[src/rtl/rcpwm_pkg.sv]
// Shared types and constants of the RC PWM pulse-width decoder.
`default_nettype none
package rcpwm_pkg;

	localparam int CH_BITS     = 2;
	localparam int TS_BITS     = 16;
	localparam int WIDTH_BITS  = 16;
	localparam int PERIOD_BITS = 17;
	localparam int CFG_IDX_BITS = 2;
	localparam int CFG_DATA_BITS = 17;

	// Register indexes of the configuration port.
	localparam logic [CFG_IDX_BITS-1:0] REG_PERIOD = 2'd0;
	localparam logic [CFG_IDX_BITS-1:0] REG_JUMP   = 2'd1;

	localparam logic [PERIOD_BITS-1:0] PERIOD_RESET = 17'd10000;
	localparam logic [WIDTH_BITS-1:0]  JUMP_RESET   = 16'd500;
	localparam logic [WIDTH_BITS-1:0]  WIDTH_RESET  = 16'd1500;
	localparam logic [WIDTH_BITS-1:0]  WIDTH_MAX    = 16'hFFFF;

	typedef struct packed {
		logic [CH_BITS-1:0] channel;
		logic [TS_BITS-1:0] timestamp;
	} cap_t;

	typedef struct packed {
		logic [CH_BITS-1:0]    out_channel;
		logic [WIDTH_BITS-1:0] width;
		logic                  rejected;
	} pulse_t;

	typedef struct packed {
		logic [WIDTH_BITS-1:0] width;
		logic                  rejected;
	} calc_t;

endpackage
`default_nettype wire

[src/rtl/rc_pwm_pulse_width_decoder.sv]
// A falling edge is registered in the second stage, then in the result register.
// Throughput: one capture event per cycle; the channel table is a registered memory
// read at acceptance and written back from the second stage, with a bypass.
// A stalled result register holds a falling edge in the second stage and the input.
// Reset (arst_n low, asynchronous) sets all channels to wait for a rising edge,
// last widths to 1500, counter_period to 10000 and max_jump to 500; no clearing pass.
`default_nettype none
module rc_pwm_pulse_width_decoder #(
	parameter int CHANNELS  = 4,
	parameter int TIME_BITS = 16
) (
	input  wire logic                                clk,
	input  wire logic                                arst_n,
	input  wire logic                                cap_valid,
	output logic                                     cap_ready,
	input  wire rcpwm_pkg::cap_t                     cap,
	output logic                                     pulse_valid,
	input  wire logic                                pulse_ready,
	output rcpwm_pkg::pulse_t                        pulse,
	input  wire logic                                cfg_valid,
	output logic                                     cfg_ready,
	input  wire logic [rcpwm_pkg::CFG_IDX_BITS-1:0]  cfg_index,
	input  wire logic [rcpwm_pkg::CFG_DATA_BITS-1:0] cfg_data
);
	import rcpwm_pkg::*;

	localparam int CH_REACH = 1 << CH_BITS;
	localparam int DEPTH    = (CHANNELS < CH_REACH) ? CHANNELS : CH_REACH;
	localparam int AW       = (DEPTH > 1) ? $clog2(DEPTH) : 1;
	localparam int RW       = (TIME_BITS < TS_BITS) ? TIME_BITS : TS_BITS;
	localparam int WW       = RW + WIDTH_BITS;

	logic [PERIOD_BITS-1:0] period_q;
	logic [WIDTH_BITS-1:0]  jump_q;

	// Each entry holds the rise time above the last accepted width.
	logic [WW-1:0]    mem [DEPTH];
	logic [WW-1:0]    rd_q;
	logic [DEPTH-1:0] await_q;
	logic [DEPTH-1:0] vld_q;

	logic            valid_s1;
	logic            ok_s1;
	logic [AW-1:0]   ch_s1;
	logic [RW-1:0]   ts_s1;
	logic            byp_s1;
	logic [WW-1:0]   byp_word_s1;

	logic            cap_fire;
	logic            in_range;
	logic [WW-1:0]   word_s1;
	logic [RW-1:0]   cur_rise;
	logic [WIDTH_BITS-1:0] cur_last;
	logic            is_fall;
	logic            out_free;
	logic            s1_go;
	logic            wr_en;
	logic [WW-1:0]   wr_word;
	calc_t           calc;

	assign cfg_ready = 1'b1;

	always_ff @(posedge clk or negedge arst_n) begin
		if (!arst_n) begin
			period_q <= PERIOD_RESET;
			jump_q   <= JUMP_RESET;
		end else if (cfg_valid) begin
			unique case (cfg_index)
				REG_PERIOD: period_q <= cfg_data;
				REG_JUMP:   jump_q   <= cfg_data[WIDTH_BITS-1:0];
				default: ;
			endcase
		end
	end

	assign in_range = 32'(cap.channel) < CHANNELS;
	assign cap_fire = cap_valid && cap_ready;

	// A forwarded entry is always valid, since every write marks its entry valid.
	assign word_s1  = byp_s1 ? byp_word_s1 : rd_q;
	assign cur_rise = word_s1[WW-1:WIDTH_BITS];
	assign cur_last = vld_q[ch_s1] ? word_s1[WIDTH_BITS-1:0] : WIDTH_RESET;
	assign is_fall  = await_q[ch_s1];

	rcpwm_width_calc u_calc (
		.fall_time      (TS_BITS'(ts_s1)),
		.rise_time      (TS_BITS'(cur_rise)),
		.last_width     (cur_last),
		.counter_period (period_q),
		.max_jump       (jump_q),
		.result         (calc)
	);

	assign out_free  = !pulse_valid || pulse_ready;
	assign s1_go     = valid_s1 && (!(ok_s1 && is_fall) || out_free);
	assign cap_ready = !valid_s1 || s1_go;
	assign wr_en     = s1_go && ok_s1;
	assign wr_word   = is_fall ? {cur_rise, calc.width} : {ts_s1, cur_last};

	always_ff @(posedge clk) begin
		if (wr_en) begin
			mem[ch_s1] <= wr_word;
		end
		if (cap_fire && in_range) begin
			rd_q <= mem[cap.channel[AW-1:0]];
		end
	end

	always_ff @(posedge clk) begin
		if (cap_fire) begin
			ch_s1       <= cap.channel[AW-1:0];
			ts_s1       <= cap.timestamp[RW-1:0];
			byp_s1      <= wr_en && (ch_s1 == cap.channel[AW-1:0]);
			byp_word_s1 <= wr_word;
		end
	end

	always_ff @(posedge clk or negedge arst_n) begin
		if (!arst_n) begin
			valid_s1 <= 1'b0;
			ok_s1    <= 1'b0;
			await_q  <= '0;
			vld_q    <= '0;
		end else begin
			if (cap_fire) begin
				valid_s1 <= 1'b1;
				ok_s1    <= in_range;
			end else if (s1_go) begin
				valid_s1 <= 1'b0;
			end
			if (wr_en) begin
				await_q[ch_s1] <= !is_fall;
				vld_q[ch_s1]   <= 1'b1;
			end
		end
	end

	always_ff @(posedge clk or negedge arst_n) begin
		if (!arst_n) begin
			pulse_valid <= 1'b0;
		end else if (wr_en && is_fall) begin
			pulse_valid <= 1'b1;
		end else if (pulse_ready) begin
			pulse_valid <= 1'b0;
		end
	end

	always_ff @(posedge clk) begin
		if (wr_en && is_fall) begin
			pulse.out_channel <= CH_BITS'(ch_s1);
			pulse.width       <= calc.width;
			pulse.rejected    <= calc.rejected;
		end
	end

endmodule
`default_nettype wire

[src/rtl/rcpwm_width_calc.sv]
// Pulse width from rise and fall times, with clamping and glitch rejection.
`default_nettype none
module rcpwm_width_calc (
	input  wire logic [rcpwm_pkg::TS_BITS-1:0]     fall_time,
	input  wire logic [rcpwm_pkg::TS_BITS-1:0]     rise_time,
	input  wire logic [rcpwm_pkg::WIDTH_BITS-1:0]  last_width,
	input  wire logic [rcpwm_pkg::PERIOD_BITS-1:0] counter_period,
	input  wire logic [rcpwm_pkg::WIDTH_BITS-1:0]  max_jump,
	output rcpwm_pkg::calc_t                       result
);
	import rcpwm_pkg::*;

	logic                   wrap;
	logic signed [18:0]     raw;
	logic [WIDTH_BITS-1:0]  clamped;
	logic [WIDTH_BITS-1:0]  diff;

	always_comb begin
		wrap = fall_time < rise_time;
		raw  = $signed({3'b000, fall_time}) - $signed({3'b000, rise_time})
			+ (wrap ? $signed({2'b00, counter_period}) : 19'sd0);
		// A small period can leave a wrapped width below zero.
		if (raw[18]) begin
			clamped = '0;
		end else if (|raw[17:16]) begin
			clamped = WIDTH_MAX;
		end else begin
			clamped = raw[15:0];
		end
		diff = (clamped >= last_width) ? clamped - last_width : last_width - clamped;
		if (diff > max_jump) begin
			result.width    = last_width;
			result.rejected = 1'b1;
		end else begin
			result.width    = clamped;
			result.rejected = 1'b0;
		end
	end

endmodule
`default_nettype wire

[config.mk]
export PLATFORM = sky130hd
export DESIGN_NAME = rc_pwm_pulse_width_decoder
export DESIGN_NICKNAME = d
export VERILOG_FILES = /design/src/rtl/rcpwm_pkg.sv /design/src/rtl/rc_pwm_pulse_width_decoder.sv /design/src/rtl/rcpwm_width_calc.sv
export SDC_FILE = /design/constraint.sdc
export NUM_CORES = 1
export LEC_CHECK = 0
export BUFFER_PORTS_ARGS = -buffer_cell sky130_fd_sc_hd__buf_2
export CAP_MARGIN = 25
export CORE_MARGIN = 4
export CORE_UTILIZATION = 60
export CTS_CLUSTER_SIZE = 12
export DETAILED_ROUTE_END_ITERATION = 8
export PLACE_DENSITY = 0.84
export SYNTH_ARGS = -nofsm -noshare
export SYNTH_HDL_FRONTEND = slang
export SYNTH_SLANG_ARGS = --single-unit
[constraint.sdc]
create_clock -name clk -period 30.1 [get_ports clk]
set_input_delay 7.525 -clock clk [delete_from_list [all_inputs] [get_ports clk]]
set_output_delay 7.525 -clock clk [all_outputs]
set_load 0.1 [all_outputs]
==> Word level (Yosys, flattened, before mapping) <==
Memory sizes are Yosys's and may differ from the RTL's. A register that Yosys moved wholly into a read port is not among the register bits.
Cells that the tools add are included.
{ "word_totals": {"regBits": 114, "ramBits": 128, "input_bits": 42, "output_inout_bits": 22, "elab_cells": 68, "memories": 1} }
{ "classes": {"addsub": 4, "magnitude_cmp": 5, "eq_ne": 2, "muxes": 21, "n_bitwise": 1, "n_reduce_logical": 20} }
{ "memory_table": {"columns": ["name", "depth", "word_bits", "read_ports", "rd_ports_with_merged_regs", "wr", "line_no", "text"], "rows": [
  ["mem", 4, 32, 1, 1, 1, "rc_pwm_pulse_width_decoder.sv:37", "logic [WW-1:0] mem [DEPTH];"]
]} }
{ "op_table": {"columns": ["cell", "n"], "rows": [
  ["$mux 16", 4],
  ["$mux 32", 2],
  ["$mux 17", 2],
  ["$sub 16x16->16", 2],
  ["$add 19x19->19", 1],
  ["$sub 16x16->17", 1],
  ["$ge 16x16->1", 1],
  ["$gt 16x16->1", 1],
  ["$lt 16x16->1", 1],
  ["$mux 1", 9],
  ["$logic_and 1x1->1", 7],
  ["$bmux 1 s2", 2],
  ["$bwmux 4", 1],
  ["$logic_not 1->1", 4],
  ["$or 4x4->4", 1],
  ["$reduce_and 2->1", 2],
  ["$reduce_bool 2->1", 2],
  ["$logic_or 1x1->1", 3],
  ["$lt 2x3->1 const B", 1],
  ["$demux 1 s2", 1],
  ["$eq 2x1->1 const B", 1],
  ["$eq 2x2->1", 1],
  ["$ge 2x1->1 const B", 1],
  ["$logic_not 2->1", 1],
  ["$reduce_or 2->1", 1]
]} }

==> Logic depth before layout (Yosys ltp) <==
{ "depth": {"word_depth": 12, "ltp_mapped": 46, "ltp_nobuf": 40} }

==> Cells and area by module <==
From an unflattened synthesis, not the netlist that was laid out.
{ "hier_totals": {"cells_unflattened": 1087, "hier_area_um2": 14622.8} }
{ "modules_own_cells": {"columns": ["mod", "instances", "cells_each", "area_each_um2"], "rows": [
  ["rc_pwm_pulse_width_decoder", 1, 512, 10455.0],
  ["rcpwm_width_calc", 1, 575, 4167.7]
]} }

==> Worst setup path after synthesis <==
OpenSTA, ideal clock, no wires.
{ "synth_timing": {"path_type": "input port to output port", "start": "input port pulse_ready", "end": "output port cap_ready", "arrival_time_ps": 8626, "t_required_ps": 22575, "slack_ps": 13949, "path_stages": 2, "n_path_buf": 0, "path_cell_list": "nor2b_1 > nand4_1"} }
{ "synth_between": {"elab_chain_cells": 4} }
{ "synth_rtl": {"columns": ["element", "line_no", "text"], "rows": [
  ["start, declared", "rc_pwm_pulse_width_decoder.sv:18", "input wire logic pulse_ready,"],
  ["$logic_or 1x1->1", "rc_pwm_pulse_width_decoder.sv:94", "assign out_free = !pulse_valid || pulse_ready;"],
  ["$logic_or 1x1->1", "rc_pwm_pulse_width_decoder.sv:95", "assign s1_go = valid_s1 && (!(ok_s1 && is_fall) || out_free);"],
  ["$logic_and 1x1->1", "rc_pwm_pulse_width_decoder.sv:95", null],
  ["$logic_or 1x1->1", "rc_pwm_pulse_width_decoder.sv:96", "assign cap_ready = !valid_s1 || s1_go;"],
  ["end, declared", "rc_pwm_pulse_width_decoder.sv:15", "output logic cap_ready,"]
]} }
Every way passes these cells.

==> Worst setup path in the final report <==
Ends and elaborated chain as after synthesis.

==> flow_metrics.tcl <==
set metrics [dict create \
    drt-wirelength-per-cell_um 21.0 \
    synth_area_per_cell_um2 13.2 \
    skew_ns 0.0192 \
    grt_max_degree 54 \
    max_stage_delay_ns 0.35 \
    worstSetupStartpoint "pulse_ready" \
    synth-simple-area-share_pct 8.58 \
    rows 55 \
    rr_endpoint "mem[0][2]" \
    synth-xor-area-share_pct 2.54 \
    cp-endpoint "cap_ready" \
    mostFrequentLayoutCells "230 x edfxtp_1, 81 x ha_1, 73 x a21oi_1, 72 x nor2_1, 62 x buf_2" \
    regArea_mm2 0.00802 \
    cts_resized 0 \
    fin_nets 1266 \
    async_flop_share_pct 16.1 \
    worst_r2r_path_depth 42 \
    path_common_cell "buf_2" \
    slew_headroom_pct 29.4 \
    synth_compound_area_share_pct 10.8 \
    ys_seq_elements 274 \
    period_needed_ns 15.83 \
    antenna_found_initial 0 \
    clk_pin_slew_ns 0.06 \
    dp_hpwl_um 20900 \
    syn_inst 1068 \
    cts_setup_buffers 0 \
    cts_tree "yes" \
    seq_area_frac_synth_pct 57.0 \
    wirelength_um 31000 \
    grt_pass1_vias 9070 \
    cp.buffers_inverters 2 \
    numPortBuffers 62 \
    die_h_um 161 \
    routed_via_density 6.03 \
    clock_path_buffers 3 \
    die_width_um 161 \
    crit_fanout 3 \
    finalSetupViolCount 0 \
    antenna_left 0 \
    crit_family "buffers and inverters" \
    crit_arrival_ns 8.30 \
    dominantRegCellSynth "edfxtp_1" \
    regToRegSetupSlack_ns 18.35 \
    core_mm2 0.0228 \
    vias 8890 \
    synth_cell_type_count 67 \
    hold_path.class "reg -> reg" \
    ios 64 \
    clk_latency_ns 0.56 \
    root_buffer "clkbuf_16" \
    gp_congestion 0.899 \
    n_fill_cell 1604 \
    path_cells "buf_2, nor2b_1, nand4_1, buf_2" \
    dpl-instance-area_mm2 0.0148 \
    worst_pin_slew_ns 1.06 \
    r2r-start "byp_s1" \
    end_kind "output pin" \
    final.setup.tns_ns 0 \
    synthAdderAreaFrac_pct 7.78 \
    cts.sinks 274 \
    antenna_cells 0 \
    yosys_warnings 0 \
    cp.depth 4 \
    synth_nets 1195 \
    ctsHoldBuffers 0 \
    rsz0062_at_grt "no" \
    required_ns 22.58 \
    dieArea_mm2 0.0259 \
    start_util_pct 61.5 \
    layout_commonest_cell "edfxtp_1" \
    drive_above_1_share_pct 20.9 \
    netlist_area_mm2 0.0141 \
    grt_overflow 0 \
    hold_viol 0 \
    stdcell_area_mm2 0.0157 \
    drt-initial-drc-count 698 \
    firstDrtPassIters 5 \
    htree_num_levels 1 \
    crit_type "in -> out" \
    drv_cap 0 \
    grt_first_pass_wirelength_um 48800 \
    track_usage_pct 23.8 \
    status "finished, final reports clean" \
    fin_crit_sh_pct 52.6 \
    max_freq_mhz 63.2 \
    yosys-mux-area-fraction_pct 10.5 \
    synthToLayoutAreaGrowth_pct 11.4 \
    report.final.slew_viol_count 0 \
    cp_slowest_cell "buf_2" \
    cts_buffers 28 \
    start_kind "input pin" \
    synth_edf_count 230 \
    synth_top_family_by_area "compound AO/OA/AOI/OAI gates" \
    multi_input_area_mm2 0.00568 \
    drcViolationCount 0 \
]
cell type report:
class / instances / share of cell area (%)
inverters: 52 / 1.25
well taps: 313 / 2.50
clock inverters: 4 / 0.312
repair buffers: 81 / 3.23
clock buffers: 48 / 5.18
multi-input cells: 702 / 36.3
flip-flops and latches: 274 / 51.2
sequential cells by signal, summed over array words and instances (netlist names):
register     cells
mem            128
byp_word_s1     32
rd_q            32
pulse           19
period_q        17
jump_q          16
ts_s1           16
await_q          4
vld_q            4
ch_s1            2
byp_s1           1
ok_s1            1
pulse_valid      1
valid_s1         1
cell usage after synthesis (all sizes together) (17+ instances only):
library cell | number | area, um^2
nor2 | 84 | 338
edfxtp | 230 | 6910
dfrtp | 33 | 826
o22ai | 35 | 219
a21o | 17 | 128
o21ai | 35 | 175
and2 | 21 | 131
mux2 | 45 | 507
or2 | 23 | 144
mux2i | 23 | 230
nor2b | 17 | 106
inv | 52 | 195
a21oi | 74 | 374
ha | 81 | 1010
mux4 | 33 | 743
buf | 20 | 115
xnor2 | 25 | 226
clkbuf | 20 | 75.1
nand2 | 43 | 161
layer usage:
layer | up-vias | GRT usage (%) | part of all wire, %
met5 | - | 0 | 0
met4 | 0 | 8.34 | 3.4
met3 | 63 | 3.52 | 5.9
met2 | 296 | 42.2 | 51
met1 | 4364 | 29.9 | 39
li1 | 4167 | - | -
how the worst min path moves through the flow:
stage,from,endpoint,slack [ns],depth (start not counted)
after floorplan,ch_s1[1],pulse[18],0.42,0
after global placement,vld_q[1],vld_q[1],0.45,1
after detailed placement,vld_q[2],vld_q[2],0.45,1
after CTS,vld_q[2],vld_q[2],0.47,1
after global routing,vld_q[2],vld_q[2],0.48,1
final,vld_q[2],vld_q[2],0.47,1
through the flow:
step / hold WS (ns) / utilization, % / setup WS [ns] / instances
after floorplan: 0.421 / - / 13.95 / 1068
after global placement: 0.451 / 64.4 / 14.29 / 1419
after detailed placement: 0.455 / 64.6 / 14.27 / 1420
after CTS: 0.469 / 68.3 / 14.27 / 1472
after global routing: 0.478 / 68.5 / 14.21 / 1474
final: 0.468 / 68.5 / 14.27 / 1474
kinds of logic after synthesis:
logic type,after synthesis
flops,274
simple gates,242
compound gates,233
mux,101
buf+inv,92
fa+ha+maj,85
xor+xnor,40
other cells,1
Power is left out: the tool's default activity adds up to more than one toggle a clock period on the data nets, which glitch-free logic cannot reach.
